### src/rtl/qpht_pkg.sv
`default_nettype none
// ---------------------------------------------------------------------------
// qpht_pkg: shared definitions for the quadratic probe hash table
// Slot marks, status and operation codes, load limit constants and the
// controller state type.
// ---------------------------------------------------------------------------
package qpht_pkg;

   localparam int TABLE_SIZE_DEF = 64;
   localparam int KEY_BITS_DEF   = 32;
   localparam int VALUE_BITS_DEF = 8;

   localparam int MARK_BITS  = 2;
   localparam int SLOT_BITS  = 6;
   localparam int LIMIT_BITS = 4;

   localparam logic [MARK_BITS-1:0] MARK_EMPTY   = 2'd0;
   localparam logic [MARK_BITS-1:0] MARK_LIVE    = 2'd1;
   localparam logic [MARK_BITS-1:0] MARK_DELETED = 2'd2;

   localparam logic [1:0] STAT_OK   = 2'd0;
   localparam logic [1:0] STAT_DUP  = 2'd1;
   localparam logic [1:0] STAT_MISS = 2'd2;
   localparam logic [1:0] STAT_FULL = 2'd3;

   localparam logic [1:0] FUNC_INSERT = 2'd0;
   localparam logic [1:0] FUNC_FIND   = 2'd1;
   localparam logic [1:0] FUNC_ERASE  = 2'd2;

   localparam int                    LOAD_SCALE = 10;
   localparam logic [LIMIT_BITS-1:0] LOAD_RESET = 4'd7;

   // key bits folded into the home remainder per cycle (non power of two size)
   localparam int HASH_DIGIT = 4;

   typedef enum logic [2:0] {
      CTL_CLEAR,
      CTL_IDLE,
      CTL_HASH,
      CTL_PROBE,
      CTL_DONE
   } state_type;

endpackage
`default_nettype wire

### src/rtl/qpht_ram.sv
`default_nettype none
// ---------------------------------------------------------------------------
// qpht_ram: generic single write, single read synchronous RAM
// One write port, one read port, read data registered.
// ---------------------------------------------------------------------------
module qpht_ram #(
   parameter int WIDTH = 8,
   parameter int DEPTH = 64
) (
   input  wire logic                     clock,
   input  wire logic                     wr_en,
   input  wire logic [$clog2(DEPTH)-1:0] wr_addr,
   input  wire logic [WIDTH-1:0]         wr_data,
   input  wire logic                     rd_en,
   input  wire logic [$clog2(DEPTH)-1:0] rd_addr,
   output logic      [WIDTH-1:0]         rd_data
);

   logic [WIDTH-1:0] mem [DEPTH];

   always_ff @(posedge clock) begin
      if (wr_en) begin
         mem[wr_addr] <= wr_data;
      end
      if (rd_en) begin
         rd_data <= mem[rd_addr];
      end
   end

endmodule
`default_nettype wire

### src/rtl/quadratic_probe_hash_table_unit.sv
`default_nettype none
// ---------------------------------------------------------------------------
// quadratic_probe_hash_table_unit: open addressing key/value table
// Insert, find and erase on a fixed size table with quadratic probing.
// ---------------------------------------------------------------------------
// Usage:
//  - req_* carries one operation (func, key, value); rsp_* returns one result
//    (status, found_value, slot_index) per operation, in order.
//  - csr_* writes the load limit in tenths; write it only while idle.
//  - Slot mark, key and data share one RAM with a registered read.
//    Probe addresses are issued back to back, each read word evaluated
//    while the next probe is issued.
//  - With a power of two size the walk starts from the low key bits; other
//    sizes first fold the key into the home slot remainder. The next
//    request is taken the cycle after the result is loaded. Inserts refused
//    at the load limit and unused codes skip the walk and answer directly.
//  - After reset a clearing pass marks every slot empty with req_ready low;
//    csr writes are taken during it.
//  - A stalled receiver holds the result in the output register; the unit
//    finishes the next operation and then waits until that register frees.
// ---------------------------------------------------------------------------
module quadratic_probe_hash_table_unit
   import qpht_pkg::*;
#(
   parameter int TABLE_SIZE = TABLE_SIZE_DEF,
   parameter int KEY_BITS   = KEY_BITS_DEF,
   parameter int VALUE_BITS = VALUE_BITS_DEF
) (
   input  wire logic                  clock,
   input  wire logic                  reset,
   input  wire logic                  req_valid,
   output logic                       req_ready,
   input  wire logic [1:0]            req_func,
   input  wire logic [KEY_BITS-1:0]   req_key,
   input  wire logic [VALUE_BITS-1:0] req_value,
   output logic                       rsp_valid,
   input  wire logic                  rsp_ready,
   output logic      [1:0]            rsp_status,
   output logic      [VALUE_BITS-1:0] rsp_found_value,
   output logic      [SLOT_BITS-1:0]  rsp_slot_index,
   input  wire logic                  csr_valid,
   output logic                       csr_ready,
   input  wire logic [LIMIT_BITS-1:0] csr_load_limit_tenths
);

   localparam int  AW         = $clog2(TABLE_SIZE);
   localparam int  CW         = $clog2(TABLE_SIZE + 1);
   localparam int  LW         = CW + 4;
   localparam int  MW         = MARK_BITS + KEY_BITS + VALUE_BITS;
   localparam bit  IS_POW2    = (TABLE_SIZE == (1 << AW));
   localparam int  HASH_STEPS = (KEY_BITS + HASH_DIGIT - 1) / HASH_DIGIT;
   localparam int  PADW       = HASH_STEPS * HASH_DIGIT;
   localparam int  HCW        = $clog2(HASH_STEPS);

   // controller and datapath registers
   state_type             state_ff, state_in;
   logic [AW-1:0]         clr_addr_ff, clr_addr_in;
   logic [1:0]            func_ff, func_in;
   logic [KEY_BITS-1:0]   key_ff, key_in;
   logic [VALUE_BITS-1:0] value_ff, value_in;
   logic [PADW-1:0]       hash_sh_ff, hash_sh_in;
   logic [AW-1:0]         hash_rem_ff, hash_rem_in;
   logic [HCW-1:0]        hash_cnt_ff, hash_cnt_in;
   logic [AW-1:0]         probe_addr_ff, probe_addr_in;
   logic [AW-1:0]         probe_inc_ff, probe_inc_in;
   logic [CW-1:0]         issue_cnt_ff, issue_cnt_in;
   logic                  pend_ff, pend_in;
   logic [AW-1:0]         pend_addr_ff, pend_addr_in;
   logic                  pend_last_ff, pend_last_in;
   logic [CW-1:0]         count_ff, count_in;
   logic [LIMIT_BITS-1:0] limit_ff, limit_in;
   logic [1:0]            res_status_ff, res_status_in;
   logic [VALUE_BITS-1:0] res_fval_ff, res_fval_in;
   logic [AW-1:0]         res_slot_ff, res_slot_in;
   logic                  rsp_valid_ff, rsp_valid_in;
   logic [1:0]            rsp_status_ff, rsp_status_in;
   logic [VALUE_BITS-1:0] rsp_fval_ff, rsp_fval_in;
   logic [SLOT_BITS-1:0]  rsp_slot_ff, rsp_slot_in;

   // RAM port
   logic          ram_wr_en;
   logic [AW-1:0] ram_wr_addr;
   logic [MW-1:0] ram_wr_data;
   logic          ram_rd_en;
   logic [AW-1:0] ram_rd_addr;
   logic [MW-1:0] ram_rd_data;

   // decode of the word read back
   logic [MARK_BITS-1:0]  rd_mark;
   logic [KEY_BITS-1:0]   rd_key;
   logic [VALUE_BITS-1:0] rd_val;
   logic                  rd_live, rd_key_eq;
   logic                  eval, decided, finish;
   logic                  accept, load_full, rsp_free, rsp_load, op_known;
   logic [AW-1:0]         hash_next;
   logic [AW-1:0]         probe_next, inc_next;
   logic [AW+1+SLOT_BITS-1:0] slot_wide;

   qpht_ram #(
      .WIDTH (MW),
      .DEPTH (TABLE_SIZE)
   ) u_slots (
      .clock   (clock),
      .wr_en   (ram_wr_en),
      .wr_addr (ram_wr_addr),
      .wr_data (ram_wr_data),
      .rd_en   (ram_rd_en),
      .rd_addr (ram_rd_addr),
      .rd_data (ram_rd_data)
   );

   assign rd_mark   = ram_rd_data[MW-1 -: MARK_BITS];
   assign rd_key    = ram_rd_data[VALUE_BITS +: KEY_BITS];
   assign rd_val    = ram_rd_data[VALUE_BITS-1:0];
   assign rd_live   = (rd_mark == MARK_LIVE);
   assign rd_key_eq = (rd_key == key_ff);

   assign req_ready = (state_ff == CTL_IDLE);
   assign csr_ready = !reset;
   assign accept    = req_valid && req_ready;
   assign rsp_free  = !rsp_valid_ff || rsp_ready;
   assign rsp_load  = (state_ff == CTL_DONE) && rsp_free;
   assign op_known  = (req_func == FUNC_INSERT) || (req_func == FUNC_FIND) ||
                      (req_func == FUNC_ERASE);

   // floor(10 * count / size) >= limit  <=>  10 * count >= limit * size
   assign load_full = (LW'(count_ff) * LW'(LOAD_SCALE)) >=
                      (LW'(limit_ff) * LW'(TABLE_SIZE));

   // the read data of the probe issued last cycle
   assign eval = (state_ff == CTL_PROBE) && pend_ff;

   always_comb begin
      if (func_ff == FUNC_INSERT) begin
         decided = !rd_live || rd_key_eq;
      end else begin
         decided = (rd_mark == MARK_EMPTY) || (rd_live && rd_key_eq);
      end
   end

   assign finish = eval && (decided || pend_last_ff);

   // home remainder: fold HASH_DIGIT key bits per cycle, MSB first
   always_comb begin
      logic [AW:0]   t;
      logic [AW-1:0] r;
      r = hash_rem_ff;
      for (int j = 0; j < HASH_DIGIT; j++) begin
         t = {r, hash_sh_ff[PADW-1-j]};
         if (t >= (AW+1)'(TABLE_SIZE)) begin
            t = t - (AW+1)'(TABLE_SIZE);
         end
         r = t[AW-1:0];
      end
      hash_next = r;
   end

   // next probe: offset grows by 2i+1, both kept below the table size
   always_comb begin
      logic [AW:0] sum;
      logic [AW:0] inc;
      sum = {1'b0, probe_addr_ff} + {1'b0, probe_inc_ff};
      if (sum >= (AW+1)'(TABLE_SIZE)) begin
         sum = sum - (AW+1)'(TABLE_SIZE);
      end
      inc = {1'b0, probe_inc_ff} + (AW+1)'(2);
      if (inc >= (AW+1)'(TABLE_SIZE)) begin
         inc = inc - (AW+1)'(TABLE_SIZE);
      end
      probe_next = sum[AW-1:0];
      inc_next   = inc[AW-1:0];
   end

   // next state
   always_comb begin
      state_in = state_ff;
      unique case (state_ff)
         CTL_CLEAR: begin
            if (clr_addr_ff == AW'(TABLE_SIZE - 1)) begin
               state_in = CTL_IDLE;
            end
         end
         CTL_IDLE: begin
            if (accept) begin
               if (!op_known || ((req_func == FUNC_INSERT) && load_full)) begin
                  state_in = CTL_DONE;
               end else if (IS_POW2) begin
                  state_in = CTL_PROBE;
               end else begin
                  state_in = CTL_HASH;
               end
            end
         end
         CTL_HASH: begin
            if (hash_cnt_ff == HCW'(HASH_STEPS - 1)) begin
               state_in = CTL_PROBE;
            end
         end
         CTL_PROBE: begin
            if (finish) begin
               state_in = CTL_DONE;
            end
         end
         CTL_DONE: begin
            if (rsp_free) begin
               state_in = CTL_IDLE;
            end
         end
         default: state_in = CTL_CLEAR;
      endcase
   end

   // datapath and RAM control
   always_comb begin
      clr_addr_in   = clr_addr_ff;
      func_in       = func_ff;
      key_in        = key_ff;
      value_in      = value_ff;
      hash_sh_in    = hash_sh_ff;
      hash_rem_in   = hash_rem_ff;
      hash_cnt_in   = hash_cnt_ff;
      probe_addr_in = probe_addr_ff;
      probe_inc_in  = probe_inc_ff;
      issue_cnt_in  = issue_cnt_ff;
      pend_in       = 1'b0;
      pend_addr_in  = pend_addr_ff;
      pend_last_in  = pend_last_ff;
      count_in      = count_ff;
      limit_in      = csr_valid ? csr_load_limit_tenths : limit_ff;
      res_status_in = res_status_ff;
      res_fval_in   = res_fval_ff;
      res_slot_in   = res_slot_ff;
      ram_wr_en     = 1'b0;
      ram_wr_addr   = pend_addr_ff;
      ram_wr_data   = {MARK_LIVE, key_ff, value_ff};
      ram_rd_en     = 1'b0;
      ram_rd_addr   = probe_addr_ff;

      unique case (state_ff)
         CTL_CLEAR: begin
            ram_wr_en   = 1'b1;
            ram_wr_addr = clr_addr_ff;
            ram_wr_data = {MARK_EMPTY, {(KEY_BITS + VALUE_BITS){1'b0}}};
            clr_addr_in = clr_addr_ff + AW'(1);
         end
         CTL_IDLE: begin
            if (accept) begin
               func_in       = req_func;
               key_in        = req_key;
               value_in      = req_value;
               hash_sh_in    = PADW'(req_key);
               hash_rem_in   = '0;
               hash_cnt_in   = '0;
               probe_addr_in = AW'(req_key);
               probe_inc_in  = AW'(1);
               issue_cnt_in  = '0;
               res_fval_in   = '0;
               res_slot_in   = '0;
               res_status_in = op_known ? STAT_FULL : STAT_MISS;
            end
         end
         CTL_HASH: begin
            hash_sh_in    = hash_sh_ff << HASH_DIGIT;
            hash_rem_in   = hash_next;
            hash_cnt_in   = hash_cnt_ff + HCW'(1);
            probe_addr_in = hash_next;
         end
         CTL_PROBE: begin
            if (finish) begin
               res_fval_in = '0;
               res_slot_in = '0;
               if (func_ff == FUNC_INSERT) begin
                  if (!rd_live) begin
                     ram_wr_en     = 1'b1;
                     count_in      = count_ff + CW'(1);
                     res_status_in = STAT_OK;
                     res_slot_in   = pend_addr_ff;
                  end else if (rd_key_eq) begin
                     res_status_in = STAT_DUP;
                  end else begin
                     res_status_in = STAT_FULL;
                  end
               end else if (rd_live && rd_key_eq) begin
                  res_status_in = STAT_OK;
                  res_slot_in   = pend_addr_ff;
                  if (func_ff == FUNC_FIND) begin
                     res_fval_in = rd_val;
                  end else begin
                     ram_wr_en   = 1'b1;
                     ram_wr_data = {MARK_DELETED, rd_key, rd_val};
                     if (count_ff != '0) begin
                        count_in = count_ff - CW'(1);
                     end
                  end
               end else begin
                  res_status_in = STAT_MISS;
               end
            end else if (issue_cnt_ff != CW'(TABLE_SIZE)) begin
               // issue the next probe while the last one is evaluated
               ram_rd_en     = 1'b1;
               pend_in       = 1'b1;
               pend_addr_in  = probe_addr_ff;
               pend_last_in  = (issue_cnt_ff == CW'(TABLE_SIZE - 1));
               probe_addr_in = probe_next;
               probe_inc_in  = inc_next;
               issue_cnt_in  = issue_cnt_ff + CW'(1);
            end
         end
         CTL_DONE: begin
         end
         default: begin
         end
      endcase
   end

   assign slot_wide = {{(SLOT_BITS + 1){1'b0}}, res_slot_ff};

   // output register
   always_comb begin
      rsp_valid_in  = rsp_valid_ff;
      rsp_status_in = rsp_status_ff;
      rsp_fval_in   = rsp_fval_ff;
      rsp_slot_in   = rsp_slot_ff;
      if (rsp_load) begin
         rsp_valid_in  = 1'b1;
         rsp_status_in = res_status_ff;
         rsp_fval_in   = res_fval_ff;
         rsp_slot_in   = slot_wide[SLOT_BITS-1:0];
      end else if (rsp_ready) begin
         rsp_valid_in = 1'b0;
      end
   end

   assign rsp_valid       = rsp_valid_ff;
   assign rsp_status      = rsp_status_ff;
   assign rsp_found_value = rsp_fval_ff;
   assign rsp_slot_index  = rsp_slot_ff;

   always_ff @(posedge clock) begin
      if (reset) begin
         state_ff     <= CTL_CLEAR;
         clr_addr_ff  <= '0;
         pend_ff      <= 1'b0;
         count_ff     <= '0;
         limit_ff     <= LOAD_RESET;
         rsp_valid_ff <= 1'b0;
      end else begin
         state_ff     <= state_in;
         clr_addr_ff  <= clr_addr_in;
         pend_ff      <= pend_in;
         count_ff     <= count_in;
         limit_ff     <= limit_in;
         rsp_valid_ff <= rsp_valid_in;
      end
   end

   always_ff @(posedge clock) begin
      func_ff       <= func_in;
      key_ff        <= key_in;
      value_ff      <= value_in;
      hash_sh_ff    <= hash_sh_in;
      hash_rem_ff   <= hash_rem_in;
      hash_cnt_ff   <= hash_cnt_in;
      probe_addr_ff <= probe_addr_in;
      probe_inc_ff  <= probe_inc_in;
      issue_cnt_ff  <= issue_cnt_in;
      pend_addr_ff  <= pend_addr_in;
      pend_last_ff  <= pend_last_in;
      res_status_ff <= res_status_in;
      res_fval_ff   <= res_fval_in;
      res_slot_ff   <= res_slot_in;
      rsp_status_ff <= rsp_status_in;
      rsp_fval_ff   <= rsp_fval_in;
      rsp_slot_ff   <= rsp_slot_in;
   end

   // table writes only come from the clearing pass or a finished probe walk
   a_wr_source: assert property (@(posedge clock) disable iff (reset)
      ram_wr_en |-> (state_ff == CTL_CLEAR) || finish)
      else $error("slot RAM written outside clearing or probe finish");

   // a successful insert bumps the live count by one
   a_insert_count: assert property (@(posedge clock) disable iff (reset)
      (finish && ram_wr_en && (func_ff == FUNC_INSERT)) |=>
         (count_ff == $past(count_ff) + CW'(1)))
      else $error("live count not incremented on insert");

   // no request is taken while the table is being cleared
   a_clear_block: assert property (@(posedge clock) disable iff (reset)
      (state_ff == CTL_CLEAR) |-> !req_ready)
      else $error("request taken during clearing pass");

   // a result is only loaded while the output register is free
   a_rsp_no_overwrite: assert property (@(posedge clock) disable iff (reset)
      (rsp_valid_ff && !rsp_ready) |=> $stable(rsp_status_ff) && $stable(rsp_slot_ff))
      else $error("pending result overwritten");

endmodule
`default_nettype wire

### config.mk
export PLATFORM = sky130hd
export DESIGN_NAME = quadratic_probe_hash_table_unit
export DESIGN_NICKNAME = d
export VERILOG_FILES = /design/src/rtl/qpht_pkg.sv /design/src/rtl/qpht_ram.sv /design/src/rtl/quadratic_probe_hash_table_unit.sv
export SDC_FILE = /design/constraint.sdc
export NUM_CORES = 2
export LEC_CHECK = 0
export BUFFER_PORTS_ARGS = -buffer_cell sky130_fd_sc_hd__buf_2
export CORE_ASPECT_RATIO = 0.8
export CORE_UTILIZATION = 45
export CTS_CLUSTER_DIAMETER = 80
export CTS_CLUSTER_SIZE = 20
export DETAILED_ROUTE_END_ITERATION = 6
export GPL_TIMING_DRIVEN = 1
export PLACE_DENSITY = 0.69
export SLEW_MARGIN = 0
export SYNTH_ARGS = -nofsm -noshare
export SYNTH_HDL_FRONTEND = slang
export SYNTH_SLANG_ARGS = --single-unit
### constraint.sdc
create_clock -name clock -period 6.7 [get_ports clock]
set_input_delay 1.34 -clock clock [delete_from_list [all_inputs] [get_ports clock]]
set_output_delay 1.34 -clock clock [all_outputs]
set_load 0.02 [all_outputs]
== After elaboration in Yosys (flattened, before gate mapping) ==
Memories as Yosys holds them, arrays and structs flattened. A register that Yosys moved wholly into a read port is not among the register bits.
Index checks and enable logic that the tools add are counted.
Word-level totals
  flip-flop bits (word level): 163
  latch bits: 0
  RAM bits: 2688
  bits in read-only memories: 0
  bits of input ports: 51
  output and inout port bits: 19
  logic and storage cells: 179
  memories: 1
Memories
  u_slots.mem: words 64, bits a word 42, read ports 1, clocked after Yosys merged registers in 1, wr ports 1, line qpht_ram.sv:19  | logic [WIDTH-1:0] mem [DEPTH];
Cells by class
  $add $sub $neg: 13
  $mul: 1
  divide/modulo/power cells: 0
  order comparisons: 7
  equality and inequality tests: 22
  shifts and indexed selects: 0
  multiplexer cells: 75
  bitwise logic cells: 1
  reduce and logical (&&, ||, !) cells: 36
Operators by type and width (number)
  $mux 42: 4
  $mux 6: 18
  $pmux 42 s2: 1
  $pmux 32 s2: 1
  $mux 7: 8
  $ge 7x7->1 const B: 6
  $mux 8: 5
  $pmux 6 s2: 3
  $sub 6x1->6 const B: 6
  $eq 32x32->1: 1
  $mux 32: 1
  $mux 3: 7
  $pmux 6 s3: 1
  $pmux 8 s2: 1
  $pmux 3 s5: 1
  $add 7x1->7 const B: 2
  $mux 1: 14
  $ne 2x2->1 const B: 7
  $pmux 7 s2: 1
  $mux 2: 6
  $ge 11x10->1: 1
  $mul 7x3->10 const B: 1
  $reduce_bool 2->1: 5
  $reduce_and 4->1: 2
  29 further kinds: 52

== Depth between registers and ports, before layout ==
  depth after elaboration: 10
  mapped depth: 15
  mapped depth without buffers: 15

== Modules after synthesis ==
Synthesis repeated with hierarchy kept, for this count alone.
Second synthesis, totals
  cell total of the unflattened synthesis: 5077
  area total of the unflattened synthesis: 111144.1 um^2
Modules (own cells, without submodules)
  qpht_ram: instances 1, cells an instance 4448, area an instance 103385.4 um^2
  quadratic_probe_hash_table_unit: instances 1, cells an instance 629, area an instance 7758.7 um^2

== Worst setup path after synthesis ==
Ideal clock, no wire load.
  path kind: register to register
  start: reg u_slots.rd_data[15], read port of u_slots.mem
  end: mem u_slots.mem[22][0] (netlist name) (enable)
  setup time: 0.493 ns
  arrival: 4.861 ns
  path slack: 1.346 ns
  cell stages (with the launch flop): 8
  path buffers: 1
  clock period less this slack: 5.354 ns
  cells stage by stage: edfxtp_1 xnor2_1 nand4_1 nor4_1 nand3_1 o221a_2 buf_2 nor3_1
Between the ends
  cells in the longest elaborated chain, start to end: 10
  elaborated cells between the ends (all ways): 13
  those cells by class: 1 x eq/ne; 7 x mux; 5 x reduce/logical
Ends and longest elaborated chain
  start, declared: line qpht_ram.sv:16  | output logic [WIDTH-1:0] rd_data
  $eq 32x32->1 *: line quadratic_probe_hash_table_unit.sv:116  | assign rd_key_eq = (rd_key == key_ff);
  $logic_and 1x1->1: line quadratic_probe_hash_table_unit.sv:137, quadratic_probe_hash_table_unit.sv:283
  $logic_or 1x1->1: line quadratic_probe_hash_table_unit.sv:137  | decided = (rd_mark == MARK_EMPTY) || (rd_live && rd_key_eq);
  $mux 1: line quadratic_probe_hash_table_unit.sv:134  | if (func_ff == FUNC_INSERT) begin
  $logic_or 1x1->1: line quadratic_probe_hash_table_unit.sv:141  | assign finish = eval && (decided || pend_last_ff);
  $logic_and 1x1->1: line quadratic_probe_hash_table_unit.sv:141
  $mux 1 *: line quadratic_probe_hash_table_unit.sv:269  | if (finish) begin
  $pmux 1 s2 *: line quadratic_probe_hash_table_unit.sv:239  | unique case (state_ff)
  $mux 1 *: line qpht_ram.sv:22  | if (wr_en) begin
  $mux 1 (implied by the code) *: line qpht_ram.sv:23  | mem[wr_addr] <= wr_data;
  end, declared: line qpht_ram.sv:19
Every way passes the cells marked *; elsewhere a longest branch is shown, timed or not.

== Final worst setup path ==
  start: reg key_ff[23]
  end: mem u_slots.mem[43][6] (netlist name), data pin
Between the ends
  cells in the longest elaborated chain, start to end: 8
  elaborated cells between the ends (all ways): 11
  those cells by class: 1 x eq/ne; 5 x mux; 5 x reduce/logical
Ends and longest elaborated chain
  start, declared: line quadratic_probe_hash_table_unit.sv:59  | logic [KEY_BITS-1:0] key_ff, key_in;
  start signal, assigned: line quadratic_probe_hash_table_unit.sv:359  | key_ff <= key_in;
  $eq 32x32->1 *: line quadratic_probe_hash_table_unit.sv:116
  $logic_and 1x1->1: line quadratic_probe_hash_table_unit.sv:137, quadratic_probe_hash_table_unit.sv:283
  $logic_or 1x1->1: line quadratic_probe_hash_table_unit.sv:137
  $mux 1: line quadratic_probe_hash_table_unit.sv:134
  $logic_or 1x1->1: line quadratic_probe_hash_table_unit.sv:141
  $logic_and 1x1->1: line quadratic_probe_hash_table_unit.sv:141
  $mux 42 *: line quadratic_probe_hash_table_unit.sv:269
  $pmux 42 s2 *: line quadratic_probe_hash_table_unit.sv:239
  via ram_wr_data[6]: line quadratic_probe_hash_table_unit.sv:83  | logic [MW-1:0] ram_wr_data;
The timed path passes the listed nets; every way through them passes the cells marked *.

==> results_dict.tcl <==
set metrics [dict create \
    drt_iter0_drc 8663 \
    crit_buf_inv 2 \
    core_mm2 0.2444 \
    setup_viol_count_final 0 \
    overflow 0 \
    synth-edff-count 2866 \
    holdCritStartpoint "res_fval_ff[4]$_SDFFCE_PP0P_" \
    cpPeakStageDelay_ns 1.13 \
    power.density_mw_per_mm2 248.6 \
    syn_area_mm2 0.1110 \
    wl_per_cell_um 35.44 \
    use_met3_pct 6.581 \
    numCtsBuffers 165 \
    r2r_end "u_slots.mem[43][6]$_DFFE_PP_" \
    crit_fanout 49 \
    p_comb_share_pct 0.9 \
    intPower_w 0.02432 \
    rsz0062_at_grt "no" \
    io_pins 70 \
    hold_violations 0 \
    power_switching_w 0.005891 \
    antenna_left 0 \
    required_ns 7.36 \
    dp.final_hpwl_mm 153.1 \
    power_frac_seq_pct 65.1 \
    syn_inst 4575 \
    synth-async-reset-ratio_pct 0 \
    crit_chain "xnor2_1 > nand4_1 > nor4_1 > nand3_1 > nor4_2 > buf_4 > mux2i_4 > buf_4" \
    leakage_nw 37.25 \
    grt_max_degree 127 \
    synth_nets 4658 \
    fin_crit_sh_pct 74.12 \
    p_clk_share_pct 33.9 \
    port_buffers 69 \
    hp-class "reg -> reg" \
    cts_root_buf "clkbuf_16" \
    cts_tree "built" \
    die-area_mm2 0.2486 \
    tns_ns 0 \
    worst_pin_slew_ns 1.329 \
    cts.sink_count 2888 \
    relSlewSlack_pct 9.474 \
    dp.cells 7901 \
    holdPathEnd "rsp_found_value[4]$_DFFE_PP_" \
    met2_usage_pct 34.28 \
    drive_above_1_share_pct 30.59 \
    die_w_um 557.2 \
    mostFrequentLayoutCells "2866 x edfxtp_1, 863 x mux4_2, 179 x buf_4" \
    seq_area_frac_synth_pct 77.95 \
    postCtsHoldBufs 0 \
    period_minus_slack_ns 4.966 \
    crit_family "simple AND/OR/NAND/NOR gates" \
    wl_mm 287.5 \
    max_cap_viol_count 0 \
    grt_use_met1_pct 33.96 \
    irDropWorstVdd_mv 0.3018 \
    rrSetupSlack_ns 1.73 \
    critical_path_class "reg -> reg" \
    htree_levels 4 \
    ys_ff_latch 2888 \
    row_count 162 \
    ys.flop_type "edfxtp_1" \
    first_pass_iters 6 \
    clock_latency_ns 0.87 \
    start_util_pct 45.40 \
    place.gp.congestion 0.8287 \
    cpMaxStageDelayCell "mux2i_4" \
    via_per_inst 6.441 \
    startpoint_type "flip-flop" \
    vias 52260 \
    post_cts_buffers 0 \
    cpMostUsedCell "buf_4" \
    hold_depth 0 \
    status "finished clean" \
    final_common_cell "edfxtp_1" \
    nNetsFinal 4872 \
    endpoint_kind "flip-flop" \
    drc 0 \
    clk_pin_slew_worst_paths_ns 0.08 \
    antenna_found_initial 20 \
    cp.arrival_ns 5.63 \
    reg2reg_from "key_ff[23]$_DFFE_PP_" \
    die_h_um 446.2 \
    slew_violations 0 \
    yosys_warnings 0 \
    rr_worst_depth 8 \
    grt_busiest_layer "met2" \
    switching_share_pct 19.50 \
    synthDistinctLibCells 55 \
    area_growth_pct 9.489 \
    finalClockSkew_ns 0.05664 \
    grt_pass1_vias 50770 \
    final_cell_count_no_fill 8113 \
    post_cts_resized 0 \
    post-route-util_pct 49.70 \
    grt_util_all_layers_pct 23.26 \
    grt_pass1_wl_mm 399.9 \
    fin_hold_ws_ns 0.4243 \
    fmaxAchievable_mhz 201.4 \
    clockBufferDepth 3 \
    syn_avg_cell_area_um2 24.26 \
]
==> metal layers <==
layer  wire length [um]  share of wire, %
met1             111500                39
met5                140             0.049
met2             129600                45
met4               8914               3.1
met3              37300                13
==> registers in the layout (all words and copies together) (netlist names), 3 cells and up <==
signal	count
count_ff	7
state_ff	3
hash_sh_ff	32
key_ff	32
limit_ff	4
value_ff	8
res_fval_ff	8
res_slot_ff	6
u_slots.mem	2688
clr_addr_ff	6
issue_cnt_ff	7
hash_cnt_ff	3
pend_addr_ff	6
probe_addr_ff	6
u_slots.rd_data	42
rsp_slot_index	6
probe_inc_ff	5
rsp_found_value	8
==> cell families (layout without fill, tap and decap cells) <==
| logic type | count (synthesis) | in the layout | synth area share [%] |
|---|---|---|---|
| mux | 942 | 942 | 18.28 |
| buf+inv | 258 | 501 | 0.9944 |
| fa+ha+maj | 32 | 32 | 0.3811 |
| flops | 2888 | 2888 | 77.95 |
| compound gates | 105 | 105 | 0.5874 |
| other cells | 0 | 15 | 0 |
| xor+xnor | 55 | 55 | 0.4341 |
| simple gates | 295 | 295 | 1.371 |
==> synth_stat cells (all sizes together), types with 4 or more instances <==
cell type / count / share of area (%)
nand4: 12 / 0.068
o211ai: 4 / 0.027
mux4: 863 / 18
nor4: 5 / 0.028
xnor2: 45 / 0.36
inv: 27 / 0.091
a31oi: 6 / 0.034
nor2b: 9 / 0.051
a21oi: 29 / 0.13
and2: 53 / 0.30
nor3: 75 / 0.34
nand3b: 6 / 0.041
nor2: 36 / 0.12
a21o: 5 / 0.034
o21bai: 4 / 0.027
and3: 7 / 0.039
nand2b: 6 / 0.034
mux2i: 31 / 0.28
o21ai: 34 / 0.15
mux2: 48 / 0.49
edfxtp: 2866 / 78
buf: 112 / 0.50
nand3: 14 / 0.063
clkbuf: 119 / 0.40
nand2: 61 / 0.21
or3: 4 / 0.023
xor2: 10 / 0.079
ha: 29 / 0.33
dfxtp: 22 / 0.40
==> worst max-delay path by stage <==
| stage | from | endpoint | slack (ns) | cells after the start |
|---|---|---|---|---|
| after CTS | key_ff[23]$_DFFE_PP_ | u_slots.mem[59][3]$_DFFE_PP_ | 1.91 | 8 |
| final | key_ff[23]$_DFFE_PP_ | u_slots.mem[43][6]$_DFFE_PP_ | 1.73 | 8 |
| after detailed placement | key_ff[23]$_DFFE_PP_ | u_slots.mem[42][3]$_DFFE_PP_ | 1.91 | 8 |
| after global routing | key_ff[23]$_DFFE_PP_ | u_slots.mem[59][3]$_DFFE_PP_ | 1.44 | 8 |
| after global placement | u_slots.rd_data[8]$_DFFE_PP_ | u_slots.mem[42][6]$_DFFE_PP_ | 2.04 | 8 |
| after floorplan | u_slots.rd_data[15]$_DFFE_PP_ | u_slots.mem[22][0]$_DFFE_PP_ | 1.35 | 7 |
==> power by group through the flow <==
| stage | Clock [W] | Combinational, W | Sequential [W] |
|---|---|---|---|
| after floorplan | 0 | 0.000118 | 0.0201 |
| after CTS | 0.0104 | 0.000279 | 0.0197 |
| after detailed placement | 0 | 0.000277 | 0.0201 |
| after global routing | 0.0110 | 0.000288 | 0.0197 |
| after global placement | 0 | 0.000273 | 0.0201 |
| final | 0.0102 | 0.000284 | 0.0197 |
==> cell type report <==
type	count	area, um2
inverters	27	101.3
flip-flops and latches	2888	86500
diodes	15	37.54
repair buffers	278	2297
clock inverters	24	361.6
clock buffers	172	4177
well taps	3280	4104
multi-input cells	1429	23920
fillers	18900	122900
==> stage by stage <==
step | setup WS [ns] | area, um2 | total power (W)
after floorplan | 1.346 | 111000 | 0.02021
after CTS | 1.909 | 121400 | 0.03033
after global placement | 2.044 | 116900 | 0.02036
final | 1.734 | 121500 | 0.03021
after global routing | 1.444 | 121500 | 0.03095
after detailed placement | 1.910 | 116900 | 0.02037
Power figures use the tool's default switching activity.
